$ cat config.mk
export PLATFORM = sky130hd
export DESIGN_NAME = seven_segment_transition_animator_core
export DESIGN_NICKNAME = d
export VERILOG_FILES = /design/src/sv/ssta_pkg.sv /design/src/sv/ssta_digit_mem.sv /design/src/sv/ssta_advance.sv /design/src/sv/seven_segment_transition_animator_core.sv
export SDC_FILE = /design/constraint.sdc
export NUM_CORES = 1
export LEC_CHECK = 0
export BUFFER_PORTS_ARGS = -buffer_cell sky130_fd_sc_hd__buf_2
export CORE_MARGIN = 2
export CORE_UTILIZATION = 40
export CTS_CLUSTER_DIAMETER = 30
export CTS_CLUSTER_SIZE = 24
export DETAILED_ROUTE_END_ITERATION = 12
export GPL_TIMING_DRIVEN = 0
export HOLD_SLACK_MARGIN = 0.12
export PLACE_DENSITY = 0.53
export SLEW_MARGIN = 15
export SYNTH_ARGS = -nofsm -noshare
export SYNTH_HDL_FRONTEND = slang
export SYNTH_SLANG_ARGS = --single-unit
$ cat constraint.sdc
create_clock -name clk -period 5.1 [get_ports clk]
set_input_delay 0.765 -clock clk [delete_from_list [all_inputs] [get_ports clk]]
set_output_delay 0.765 -clock clk [all_outputs]
set_load 0.1 [all_outputs]
$ cat src/sv/ssta_pkg.sv
// types, codes and mask tables for the seven-segment transition animator
// no dependencies; imported by every module of the block
package ssta_pkg;

	localparam logic FUNC_SET  = 1'b0;
	localparam logic FUNC_TICK = 1'b1;

	localparam int MAX_FRAME = 16;

	typedef struct packed {
		logic       func;
		logic [3:0] digit_select;
		logic [7:0] new_segments;
		logic [2:0] anim_kind;
		logic       force_replay;
	} item_t;

	typedef struct packed {
		logic [3:0] digit_index;
		logic [7:0] segment_drive;
		logic       frame_end;
	} result_t;

	// one memory word per digit
	typedef struct packed {
		logic [7:0] target_code;
		logic [7:0] prior_code;
		logic [2:0] kind_store;
		logic [2:0] step_count;
		logic       replay_pending;
		logic [7:0] shown_code;
	} digit_rec_t;

	typedef enum logic [1:0] {
		ST_IDLE,
		ST_SET,
		ST_TICK
	} ctl_state_t;

	// mask per kind and step; unused steps are zero
	localparam logic [7:0] MASK_TABLE [8][8] = '{
		'{8'h00, 8'h00, 8'h00, 8'h00, 8'h00, 8'h00, 8'h00, 8'h00},
		'{8'h01, 8'h03, 8'h43, 8'h47, 8'h4f, 8'h5f, 8'h00, 8'h00},
		'{8'h01, 8'h21, 8'h61, 8'h71, 8'h79, 8'h7d, 8'h00, 8'h00},
		'{8'h01, 8'h21, 8'h73, 8'h00, 8'h00, 8'h00, 8'h00, 8'h00},
		'{8'h08, 8'h0c, 8'h5e, 8'h00, 8'h00, 8'h00, 8'h00, 8'h00},
		'{8'h10, 8'h18, 8'h7c, 8'h00, 8'h00, 8'h00, 8'h00, 8'h00},
		'{8'h04, 8'h0c, 8'h5e, 8'h00, 8'h00, 8'h00, 8'h00, 8'h00},
		'{8'h00, 8'h00, 8'h00, 8'h00, 8'h00, 8'h00, 8'h00, 8'h00}
	};

	localparam logic [2:0] MASK_COUNT [8] = '{
		3'd0, 3'd6, 3'd6, 3'd3, 3'd3, 3'd3, 3'd3, 3'd0
	};

endpackage

$ cat src/sv/ssta_digit_mem.sv
// per-digit state memory: one write port, one registered read port
// entries read as zero until first written (valid bit per entry)
// depends on ssta_pkg
module ssta_digit_mem #(
	parameter int DEPTH = 16,
	parameter int AW    = 4
) (
	input  logic                clk,
	input  logic                arst_n,
	input  logic                rd_en,
	input  logic [AW-1:0]       rd_addr,
	output ssta_pkg::digit_rec_t rd_data,
	input  logic                wr_en,
	input  logic [AW-1:0]       wr_addr,
	input  ssta_pkg::digit_rec_t wr_data
);
	import ssta_pkg::*;

	digit_rec_t mem [DEPTH];
	logic [DEPTH-1:0] valid_q;
	digit_rec_t rdata_q;
	logic rvalid_q;

	always_ff @(posedge clk) begin
		if (wr_en) begin
			mem[wr_addr] <= wr_data;
		end
		if (rd_en) begin
			rdata_q <= mem[rd_addr];
		end
	end

	always_ff @(posedge clk or negedge arst_n) begin
		if (!arst_n) begin
			valid_q  <= '0;
			rvalid_q <= 1'b0;
		end else begin
			if (wr_en) begin
				valid_q[wr_addr] <= 1'b1;
			end
			if (rd_en) begin
				rvalid_q <= valid_q[rd_addr];
			end
		end
	end

	assign rd_data = rvalid_q ? rdata_q : '0;

endmodule

$ cat src/sv/ssta_advance.sv
// one animation step of a single digit on a tick
// depends on ssta_pkg mask tables
module ssta_advance (
	input  ssta_pkg::digit_rec_t cur,
	output ssta_pkg::digit_rec_t nxt,
	output logic [7:0]           drive
);
	import ssta_pkg::*;

	logic       active;
	logic [7:0] mask;

	assign active = (cur.target_code != cur.prior_code) || cur.replay_pending;
	assign mask   = MASK_TABLE[cur.kind_store][cur.step_count];

	always_comb begin
		nxt   = cur;
		drive = cur.shown_code;
		if (active) begin
			nxt.replay_pending = 1'b0;
			if (cur.step_count < MASK_COUNT[cur.kind_store]) begin
				drive          = (cur.target_code & mask) | (cur.prior_code & ~mask);
				nxt.step_count = cur.step_count + 3'd1;
			end else begin
				// animation done: adopt the target
				drive          = cur.target_code;
				nxt.prior_code = cur.target_code;
				nxt.step_count = 3'd0;
			end
			nxt.shown_code = drive;
		end
	end

endmodule

$ cat src/sv/seven_segment_transition_animator_core.sv
// seven-segment transition animator, top level
// set transaction: memory read, then write back, no result
// tick transaction: one digit per cycle through the memory while the result register is free; each result
// passes the memory read register and then the result register, min(DIGITS,16) results per tick
// reset: all digit state reads as zero at once through per-entry valid bits
module seven_segment_transition_animator_core #(
	parameter int DIGITS = 16
) (
	input  logic              clk,
	input  logic              arst_n,
	input  logic              item_valid,
	output logic              item_stall,
	input  ssta_pkg::item_t   item,
	output logic              result_valid,
	input  logic              result_stall,
	output ssta_pkg::result_t result
);
	import ssta_pkg::*;

	// digits past the addressable range are never written and never emitted
	localparam int NUM = (DIGITS < MAX_FRAME) ? DIGITS : MAX_FRAME;
	localparam int AW  = (NUM > 1) ? $clog2(NUM) : 1;

	ctl_state_t state_q, state_d;
	logic [AW-1:0] idx_q;
	item_t set_q;
	result_t result_q;
	logic result_valid_q;

	logic rd_en, wr_en, load_res, idx_inc, idx_clr, out_free, last, in_range;
	logic [AW-1:0] rd_addr, wr_addr;
	digit_rec_t rd_data, wr_data, adv_rec, set_rec;
	logic [7:0] adv_drive;

	ssta_digit_mem #(.DEPTH(NUM), .AW(AW)) u_mem (
		.clk     (clk),
		.arst_n  (arst_n),
		.rd_en   (rd_en),
		.rd_addr (rd_addr),
		.rd_data (rd_data),
		.wr_en   (wr_en),
		.wr_addr (wr_addr),
		.wr_data (wr_data)
	);

	ssta_advance u_adv (
		.cur   (rd_data),
		.nxt   (adv_rec),
		.drive (adv_drive)
	);

	assign out_free = !result_valid_q || !result_stall;
	assign last     = (idx_q == AW'(NUM - 1));
	assign in_range = ({1'b0, item.digit_select} < 5'(NUM));

	always_comb begin
		set_rec                = rd_data;
		set_rec.target_code    = set_q.new_segments;
		set_rec.kind_store     = set_q.anim_kind;
		set_rec.replay_pending = rd_data.replay_pending | set_q.force_replay;
	end

	always_ff @(posedge clk or negedge arst_n) begin
		if (!arst_n) begin
			state_q        <= ST_IDLE;
			idx_q          <= '0;
			result_valid_q <= 1'b0;
		end else begin
			state_q <= state_d;
			if (idx_clr) begin
				idx_q <= '0;
			end else if (idx_inc) begin
				idx_q <= idx_q + 1'b1;
			end
			if (load_res) begin
				result_valid_q <= 1'b1;
			end else if (!result_stall) begin
				result_valid_q <= 1'b0;
			end
		end
	end

	always_ff @(posedge clk) begin
		if (item_valid && !item_stall) begin
			set_q <= item;
		end
		if (load_res) begin
			result_q.digit_index   <= 4'(idx_q);
			result_q.segment_drive <= adv_drive;
			result_q.frame_end     <= last;
		end
	end

	always_comb begin
		state_d    = state_q;
		item_stall = 1'b1;
		rd_en      = 1'b0;
		rd_addr    = idx_q;
		wr_en      = 1'b0;
		wr_addr    = idx_q;
		wr_data    = adv_rec;
		load_res   = 1'b0;
		idx_inc    = 1'b0;
		idx_clr    = 1'b0;
		unique case (state_q)
			ST_IDLE: begin
				item_stall = 1'b0;
				if (item_valid) begin
					if (item.func == FUNC_TICK) begin
						rd_en   = 1'b1;
						rd_addr = '0;
						idx_clr = 1'b1;
						state_d = ST_TICK;
					end else if (in_range) begin
						rd_en   = 1'b1;
						rd_addr = item.digit_select[AW-1:0];
						state_d = ST_SET;
					end
				end
			end
			ST_SET: begin
				wr_en   = 1'b1;
				wr_addr = set_q.digit_select[AW-1:0];
				wr_data = set_rec;
				state_d = ST_IDLE;
			end
			ST_TICK: begin
				// write back and emit only when the result register can take it
				if (out_free) begin
					wr_en    = 1'b1;
					load_res = 1'b1;
					if (last) begin
						state_d = ST_IDLE;
					end else begin
						idx_inc = 1'b1;
						rd_en   = 1'b1;
						rd_addr = idx_q + 1'b1;
					end
				end
			end
			default: begin
				state_d = ST_IDLE;
			end
		endcase
	end

	assign result_valid = result_valid_q;
	assign result       = result_q;

`ifndef SYNTHESIS
	a_idx_range: assert property (@(posedge clk) disable iff (!arst_n)
		state_q == ST_TICK |-> idx_q <= AW'(NUM - 1))
		else $error("digit index past last digit during tick");

	a_frame_done: assert property (@(posedge clk) disable iff (!arst_n)
		(state_q == ST_TICK && load_res && last) |=> state_q == ST_IDLE)
		else $error("tick did not finish after last digit");

	a_set_path: assert property (@(posedge clk) disable iff (!arst_n)
		(item_valid && !item_stall && item.func == FUNC_SET && in_range)
		|=> (state_q == ST_SET && !item_stall == 1'b0))
		else $error("set transaction did not enter write-back");

	a_no_idle_write: assert property (@(posedge clk) disable iff (!arst_n)
		state_q == ST_IDLE |-> !wr_en)
		else $error("memory write while idle");
`endif

endmodule

# == Word level (Yosys, flattened, before mapping) ==
# Memories as Yosys holds them, arrays and structs flattened. A register that Yosys moved wholly into a read port is not among the register bits.
# Cells that the tools add are included.
# word_totals
n_memories,3
mem_bits_rw,496
ff_bits,53
out_inout_bits,15
latchBits,0
inputBits,21
word_cells,96
romBits,536
# op_classes
n_reduce_logical,9
n_mul,0
n_addsub,2
bitwise_logic,8
n_shift,0
n_mux,48
div_mod_pow,0
n_lt_le_gt_ge,6
n_eq_ne,8
# mem_list
memory,words,width,read_ports,rd_clocked_by_memory_dff,wr,line,text
(no name shown),8,64,1,0,0,ssta_advance.sv:14,assign mask = MASK_TABLE[cur.kind_store][cur.step_count];
u_mem.mem,16,31,1,1,1,ssta_digit_mem.sv:19,digit_rec_t mem [DEPTH];
(no name shown),8,3,1,0,0,ssta_advance.sv:21,if (cur.step_count < MASK_COUNT[cur.kind_store]) begin
# op_table
operator,n
$mux W64,2
$mux W31,2
$mux W8,6
$mux W4,7
$bmux W8 S3,1
$and A8 B8 Y8,2
$mux W1,16
$or A16 B16 Y16,1
$mux W12,1
$lt A4 B5 Y1 const B,2
$mux W3,3
$ge A4 B4 Y1 const B,2
$mux W2,4
$ne A8 B8 Y1,1
$not A3 Y4,2
$not A8 Y8,1
$or A8 B8 Y8,1
$pmux W4 S2,1
$ne A2 B2 Y1 const B,3
$add A4 B1 Y4 const B,1
$bmux W1 S4,1
$demux W1 S4,1
$eq A4 B4 Y1 const B,1
$ge A4 B1 Y1 const B,1
other kinds (14),18

# == Depth between registers and ports, before layout ==
# Gate-level depths: netlist (run 1).
# depth
depth_word,14
depth_mapped,17
mapped_depth_nobuf,14

# == Modules after synthesis ==
# A second synthesis (run 1) with hierarchy kept.
# unflattened
hier_cells,1095
hier_area_um2,23440.0
# by_module_without_submodules
module,n_inst,area_per_inst_um2,cells_each
ssta_digit_mem,1,20492.2,816
seven_segment_transition_animator_core,1,1861.8,138
ssta_advance,1,1086.0,141

# == Least setup slack after synthesis (run 1) ==
# OpenSTA, ideal clock, no wires.
# synth_path
path_kind,register to register
from,register u_mem.rvalid_q
to,"memory u_mem.mem[0][3] in the netlist's numbering, data pin"
n_path_buf,3
path_slack_ns,0.787
arrival_ns,3.982
stages_incl_launch_ff,18
required_ns,4.770
path_cell_list,dfrtp_1 > clkbuf_1 > clkbuf_1 > clkbuf_1 > nand2_1 > inv_1 > ha_1 > inv_1 > ha_1 > a21oi_1 > ha_1 > a21o_1 > a221oi_1 > o22ai_1 > a221o_1 > mux2_2 > nand2_1 > o21ai_0
# synth_lines
item,line,text
"start, declared",ssta_digit_mem.sv:22,logic rvalid_q;
"start signal, assigned",ssta_digit_mem.sv:42,rvalid_q <= valid_q[rd_addr];
"end, declared",ssta_digit_mem.sv:19,

==> out/qor.json, run 1 <==
{
  "power_and_ir_drop": {
    "max-vdd-ir-drop_mv": 0.322,
    "power.static_leakage_nw": 10.7,
    "total_power_divided_by_cell_area_nw_per_um2": 752
  },
  "global_routing": {
    "number_of_global_route_vias_before_repair": 16716,
    "overflow": 0,
    "grt_start_max_net_pins": 26,
    "global_route.usage.total_pct": 24.4,
    "grt_first_pass_wirelength_mm": 112,
    "antenna_found_initial": 3
  },
  "timing": {
    "max_freq_mhz": 202,
    "timing.final.crit_share_pct": 96.8,
    "grt_setup_unrepaired": "false",
    "finalSetupViolCount": 0,
    "slew-limit-headroom_pct": 23.4,
    "timing.setup.tns_ns": 0,
    "fin_crit_ns": 4.94,
    "worst_pin_slew_ns": 1.15,
    "final_count_of_pins_violating_max_slew": 0,
    "timing_hold_violations_final": 0,
    "skew_ns": 0.0437
  },
  "routing": {
    "ant_nets": 0,
    "dr_total_vias": 16684,
    "routedWlPerCell_um": 26.9,
    "drtIter0Drc": 1692,
    "drt_pass1_iterations": 8,
    "drc": 0,
    "drt_total_wl_mm": 77.5,
    "via_per_inst": 5.80
  },
  "placed_design": {
    "port_buffers": 34,
    "place_hpwl_mm": 53.3,
    "gp_congestion": 0.840,
    "placed_cells_incl_taps": 2647,
    "placedInstanceArea_um2": 26600
  },
  "synth": {
    "syn_area_cell_um2": 13.8,
    "yosysUniqueCellTypes": 65,
    "yosysWarnings": 0,
    "post_synth_edffs": 556,
    "ys_seq_elements": 580,
    "async_flop_share_pct": 4.14,
    "synth_cells": 1787,
    "synth_cell_area_um2": 24700,
    "syn_nets": 1820,
    "yosys_most_used_dff": "edfxtp_1",
    "yosysSeqAreaShare_pct": 69.9
  },
  "floorplanning": {
    "fp.dieArea_um2": 63900,
    "die_h_um": 253,
    "ioPinCount": 36,
    "rows": 91,
    "core-area_um2": 61400,
    "fp.dieW_um": 253,
    "start_util_pct": 40.3
  },
  "cts": {
    "cts.clk_slew.worst_paths_ns": 0.05,
    "total_clock_buffers_created_by_cts": 120,
    "cts_tree": "done",
    "ctsHtreeMaxLevel": 3,
    "worst_skew_pair.late_latency_ns": 0.68,
    "numClockSinks": 580,
    "ctsRootBufferMaster": "clkbuf_16",
    "clock_path_buffers": 3
  },
  "job": {
    "maxCapViolations": 0
  },
  "critical_path": {
    "timing_worst_setup_path_type": "reg2reg",
    "reg2reg_from": "u_mem.rvalid_q$_DFFE_PN0P_",
    "sort_of_element_at_the_end_of_the_critical_path": "flop",
    "critical_path.startpoint": "u_mem.rvalid_q$_DFFE_PN0P_",
    "critical_path.max_fanout": 16,
    "cp.required_ns": 5.47,
    "crit_arrival_ns": 5.31,
    "start_kind": "flop"
  },
  "worst_hold_path": {
    "worstHoldPathType": "in2reg",
    "timing.hold.worst.start": "item[9]"
  },
  "outcome": {
    "status": "finished clean"
  },
  "layout": {
    "finalInstanceArea_um2": 30900,
    "finalNonFillerCells": 2875,
    "area_growth_pct": 25.0,
    "final_layout_size_suffix_gt1_share_pct": 17.5,
    "num-nets-final": 2012
  }
}
## worst paths after layout
path / cells past startpoint / slack, ns / to
max: 16 / 0.16 / u_mem.mem[15][16]$_DFFE_PP_
min: 1 / 0.26 / set_q[9]$_DFFE_PP_
max reg2reg: 16 / 0.16 / u_mem.mem[15][16]$_DFFE_PP_
min reg2reg: 0 / 0.46 / result[11]$_DFFE_PP_
max in group asynchronous: 2 / 4.09 / u_mem.valid_q[0]$_DFFE_PN0P_
min in group asynchronous: 2 / 0.62 / state_q[1]$_DFFE_PN0P_
## cells by family (layout without fill, tap and decap cells)
| logic type | after synthesis | count (layout) | synth area share (%) |
|---|---|---|---|
| muxes | 78 | 78 | 3.16 |
| adders and majority gates | 12 | 12 | 0.607 |
| xor gates and xnor gates | 9 | 9 | 0.319 |
| other | 0 | 1 | 0 |
| buffers and inverters | 153 | 450 | 2.92 |
| DFF | 580 | 580 | 69.9 |
| AOI/OAI and AO/OA | 488 | 488 | 14.0 |
| and+or+nand+nor | 467 | 467 | 9.10 |
## per-layer routing
layer | up-vias | track usage (%) | part of all wire [%]
met5 | - | 0.927 | 0.10
met4 | 2 | 11.5 | 4.1
met3 | 185 | 4.75 | 7.1
met2 | 714 | 39.7 | 47
met1 | 8355 | 31.5 | 41
li1 | 7428 | - | -
## cells in the mapped netlist, types with 24 or more instances
cell	instances	area [µm²]
mux2i_1	77	771
o21ai_0	38	190
nand3_1	24	120
nor2_1	31	116
and2_1	42	263
clkbuf_1	80	300
o22ai_1	67	419
edfxtp_1	556	16700
o22a_1	62	543
a311oi_1	62	543
a211oi_1	124	931
and2_0	25	156
a21oi_1	91	455
or4_1	32	240
nand2_1	253	950
dfrtp_1	24	601
## state kept, by name, summed over array words and instances, names as in the netlist
signal          count
idx_q               4
result             13
result_valid        1
set_q              16
state_q             2
u_mem.mem         496
u_mem.rdata_q      31
u_mem.rvalid_q      1
u_mem.valid_q      16
## worst max-delay path, cell delays in order, from the launching register on
cell	delay, ns
dfrtp_1	0.62
clkbuf_2	0.37
clkbuf_2	0.35
nand2_1	0.27
inv_1	0.18
ha_1	0.20
inv_1	0.05
ha_1	0.18
a21oi_1	0.12
ha_1	0.27
a21o_1	0.19
a221oi_1	0.30
o22ai_2	0.23
clkbuf_1	0.34
nand2_1	0.33
nand2_1	0.15
a21boi_4	0.46
## placed cells by master, fill, tap and decap left out, types with 24 or more instances in the layout
cell	n
clkbuf_1	92
or4_1	32
nand2_1	252
edfxtp_1	556
buf_2	55
a21oi_1	87
and2_1	42
o22a_1	62
clkbuf_16	120
a211oi_1	124
mux2i_1	77
and2_0	25
a311oi_1	62
clkinv_2	24
dfrtp_1	24
nand3_1	24
o22ai_1	65
## repair_timing
| action | 4_1_cts | 5_1_grt |
|---|---|---|
| pin swaps | 0 | 0 |
| buffers inserted | 0 | 0 |
| resized for setup | 10 | 0 |
| setup endpoints to repair | 291 | 163 |
| endpoints found under the hold margin | 24 | 0 |
| hold buffers | 1 | 0 |
## stage by stage
step / hold WS, ns / util, % / setup WS [ns] / power (mW)
final: 0.259 / 50.4 / 0.161 / 23.3
after floorplan: 0.420 / - / 0.787 / 11.7
after global routing: 0.240 / 50.4 / 0.0125 / 24.1
after CTS: 0.237 / 50.4 / 0.149 / 23.3
after detailed placement: 0.443 / 43.4 / -0.730 / 15.1
after global placement: 0.429 / 42.2 / -1.41 / 14.8
## report_power, final
part           switching [mW]  internal, mW  leakage (nW)
Clock                    2.58          5.46          2.05
Sequential              0.363          6.51          5.41
Combinational            5.89          2.45          3.26
## final cells by class
cell class	count	area [µm²]
diodes	1	2.50
flip-flops and latches	580	17300
clock buffers	135	3060
plain buffers	131	641
multi-input cells	1054	6940
fillers	5231	30500
clock inverters	92	1180
well taps	790	988
repair buffers	71	732
inverters	21	81.3
(Power assumes the default switching activity.)
==> run 2, diff against run 1 <==
==> constraint.sdc (replaced) <==
create_clock -name clk -period 5.4 [get_ports clk]
set_input_delay 0.81 -clock clk [delete_from_list [all_inputs] [get_ports clk]]
set_output_delay 0.81 -clock clk [all_outputs]
set_load 0.1 [all_outputs]
==> run 2 against run 1 <==
Count of clock-buffer cells in the layout unchanged. Register-to-register slack better by 0.15 ns. Non-clock buffer count did not move. Wire length is 0.18% higher. Cell area barely moved. Cell count hardly changed. Critical path type unchanged. Largest power group unchanged. Highest routed layer unchanged.
==> out/qor.json, run 2 (same netlist as run 1, synthesis figures left out) <==
{
  "cts": {
    "total_clock_buffers_created_by_cts": 120,
    "ctsHoldBuffers": 0,
    "clock_path_buffers": 3,
    "worst_skew_pair.late_latency_ns": 0.68,
    "ctsRootBufferMaster": "clkbuf_16",
    "numClockSinks": 580,
    "postCtsSetupRepairBufs": 0,
    "cts.clk_slew.worst_paths_ns": 0.05,
    "ctsHtreeMaxLevel": 3,
    "cts_tree": "done"
  },
  "timing": {
    "worst_pin_slew_ns": 1.10,
    "slew-limit-headroom_pct": 26.8,
    "max_freq_mhz": 196,
    "finalSetupViolCount": 0,
    "skew_ns": 0.0440,
    "final.hold.worst_slack_ns": 0.130,
    "timing.final.crit_share_pct": 94.3,
    "timing.final.ws_setup_ns": 0.306,
    "timing_hold_violations_final": 0,
    "grt_setup_unrepaired": "false",
    "final_count_of_pins_violating_max_slew": 0,
    "fin_crit_ns": 5.09
  },
  "floorplanning": {
    "fp.dieW_um": 253,
    "core-area_um2": 61400,
    "die_h_um": 253,
    "start_util_pct": 40.3,
    "rows": 91,
    "fp.dieArea_um2": 63900,
    "ioPinCount": 36
  },
  "critical_path": {
    "ff2ff_path_depth": 17,
    "crit_arrival_ns": 5.47,
    "cp.required_ns": 5.77,
    "reg2reg_setup_slack_ns": 0.31,
    "critical_path.max_fanout": 16,
    "start_kind": "flop",
    "timing_worst_setup_path_type": "reg2reg",
    "regToRegEndpoint": "u_mem.mem[15][16]$_DFFE_PP_",
    "reg2reg_from": "u_mem.rvalid_q$_DFFE_PN0P_",
    "sort_of_element_at_the_end_of_the_critical_path": "flop"
  },
  "power_and_ir_drop": {
    "total_power_divided_by_cell_area_nw_per_um2": 711,
    "power.static_leakage_nw": 10.7,
    "max-vdd-ir-drop_mv": 0.306
  },
  "layout": {
    "finalInstanceArea_um2": 30900,
    "fin_util_pct": 50.4,
    "multiInputGateArea_um2": 6940,
    "num_antenna_cells": 0,
    "area_growth_pct": 24.9,
    "largest_reg_flops": 496,
    "sequential_cell_area_um2": 17300,
    "regMostFlops": "u_mem.mem",
    "final_layout_size_suffix_gt1_share_pct": 17.5,
    "num-fill-cells": 5231,
    "mostFrequentLayoutCell": "edfxtp_1",
    "leading_cell_types_in_the_layout_fill_and_taps_excluded": "edfxtp_1, nand2_1, a211oi_1",
    "num-nets-final": 2012,
    "reg_top3": "u_mem.mem x496, u_mem.rdata_q x31"
  },
  "global_routing": {
    "antenna_found_initial": 2,
    "overflow": 0,
    "number_of_global_route_vias_before_repair": 16700,
    "global_route.usage.total_pct": 24.4,
    "grt_first_pass_wirelength_mm": 112,
    "grt_start_max_net_pins": 26
  },
  "job": {
    "maxCapViolations": 0
  },
  "worst_hold_path": {
    "worstHoldPathType": "in2async"
  },
  "routing": {
    "via_per_inst": 5.80,
    "drt_pass1_iterations": 5,
    "dr_total_vias": 16681,
    "drc": 0,
    "routedWlPerCell_um": 27.0,
    "ant_nets": 0,
    "drtIter0Drc": 1602,
    "drt_total_wl_mm": 77.6
  },
  "placed_design": {
    "place_hpwl_mm": 53.3,
    "port_buffers": 34,
    "place_ws_ns": -0.430,
    "gp_congestion": 0.840,
    "placedInstanceArea_um2": 26600
  },
  "outcome": {
    "status": "finished clean"
  }
}
==> run 2: worst max path at each step <==
stage	from	to	slack (ns)	cells after the start
global route	u_mem.rvalid_q$_DFFE_PN0P_	u_mem.mem[1][15]$_DFFE_PP_	0.11	18
finish	u_mem.rvalid_q$_DFFE_PN0P_	u_mem.mem[15][16]$_DFFE_PP_	0.31	17
global placement	u_mem.rvalid_q$_DFFE_PN0P_	u_mem.mem[9][16]$_DFFE_PP_	-1.11	17
detailed placement	u_mem.rvalid_q$_DFFE_PN0P_	u_mem.mem[8][0]$_DFFE_PP_	-0.43	17
CTS	u_mem.rvalid_q$_DFFE_PN0P_	u_mem.mem[14][4]$_DFFE_PP_	0.05	16
floorplan	u_mem.rvalid_q$_DFFE_PN0P_	u_mem.mem[0][3]$_DFFE_PP_	1.09	17
==> run 2: timing repair <==
item                                   4_1_cts  5_1_grt
endpoints found under the hold margin        0        0
setup endpoints to repair                  162      171
resized for setup                            7        4
pin swaps                                    0        0
==> run 2: critical path, cell delays in order (launching register included) <==
cell and delay (ns):
dfrtp_1 0.33, clkbuf_1 0.44, clkbuf_2 0.39, clkbuf_2 0.35
nand2_1 0.27, inv_1 0.18, ha_1 0.20, inv_1 0.05
ha_1 0.18, a21oi_1 0.12, ha_1 0.28, a21o_1 0.19
a221oi_1 0.30, o22ai_2 0.23, clkbuf_1 0.34, nand2_1 0.32
nand2_1 0.14, a21boi_4 0.45
==> run 2: layout make-up <==
class                   instances  share of cell area [%]
repair buffers                 70                    2.34
well taps                     790                    3.20
multi-input cells            1054                    22.5
plain buffers                 132                    2.08
flip-flops and latches        580                    56.0
clock buffers                 135                    9.90
clock inverters                92                    3.81
inverters                      21                   0.263
==> run 2: per-layer routing <==
| metal | vias to the layer above | global-route usage (%) | wire (µm) |
|---|---|---|---|
| met5 | - | 0.927 | 80 |
| met4 | 2 | 11.8 | 3370 |
| met3 | 183 | 4.80 | 5620 |
| met2 | 704 | 39.5 | 36500 |
| met1 | 8363 | 31.5 | 32000 |
| li1 | 7429 | - | - |
==> run 2: report_power, final <==
part           internal [mW]  switching [mW]
registers               6.15           0.332
logic                   2.31            5.60
clock network           5.16            2.43
total                   13.6            8.36
==> run 2: per-stage QoR <==
| step | setup TNS, ns | total power, mW | instances |
|---|---|---|---|
| 4_1_cts | 0 | 21.9 | 2874 |
| 3_3_place_gp | -231.67 | 14.0 | 2611 |
| 3_5_place_dp | -26.22 | 14.3 | 2647 |
| 6_report | 0 | 22.0 | 2874 |
| 5_1_grt | 0 | 22.8 | 2874 |
| 2_1_floorplan | 0 | 11.1 | 1787 |
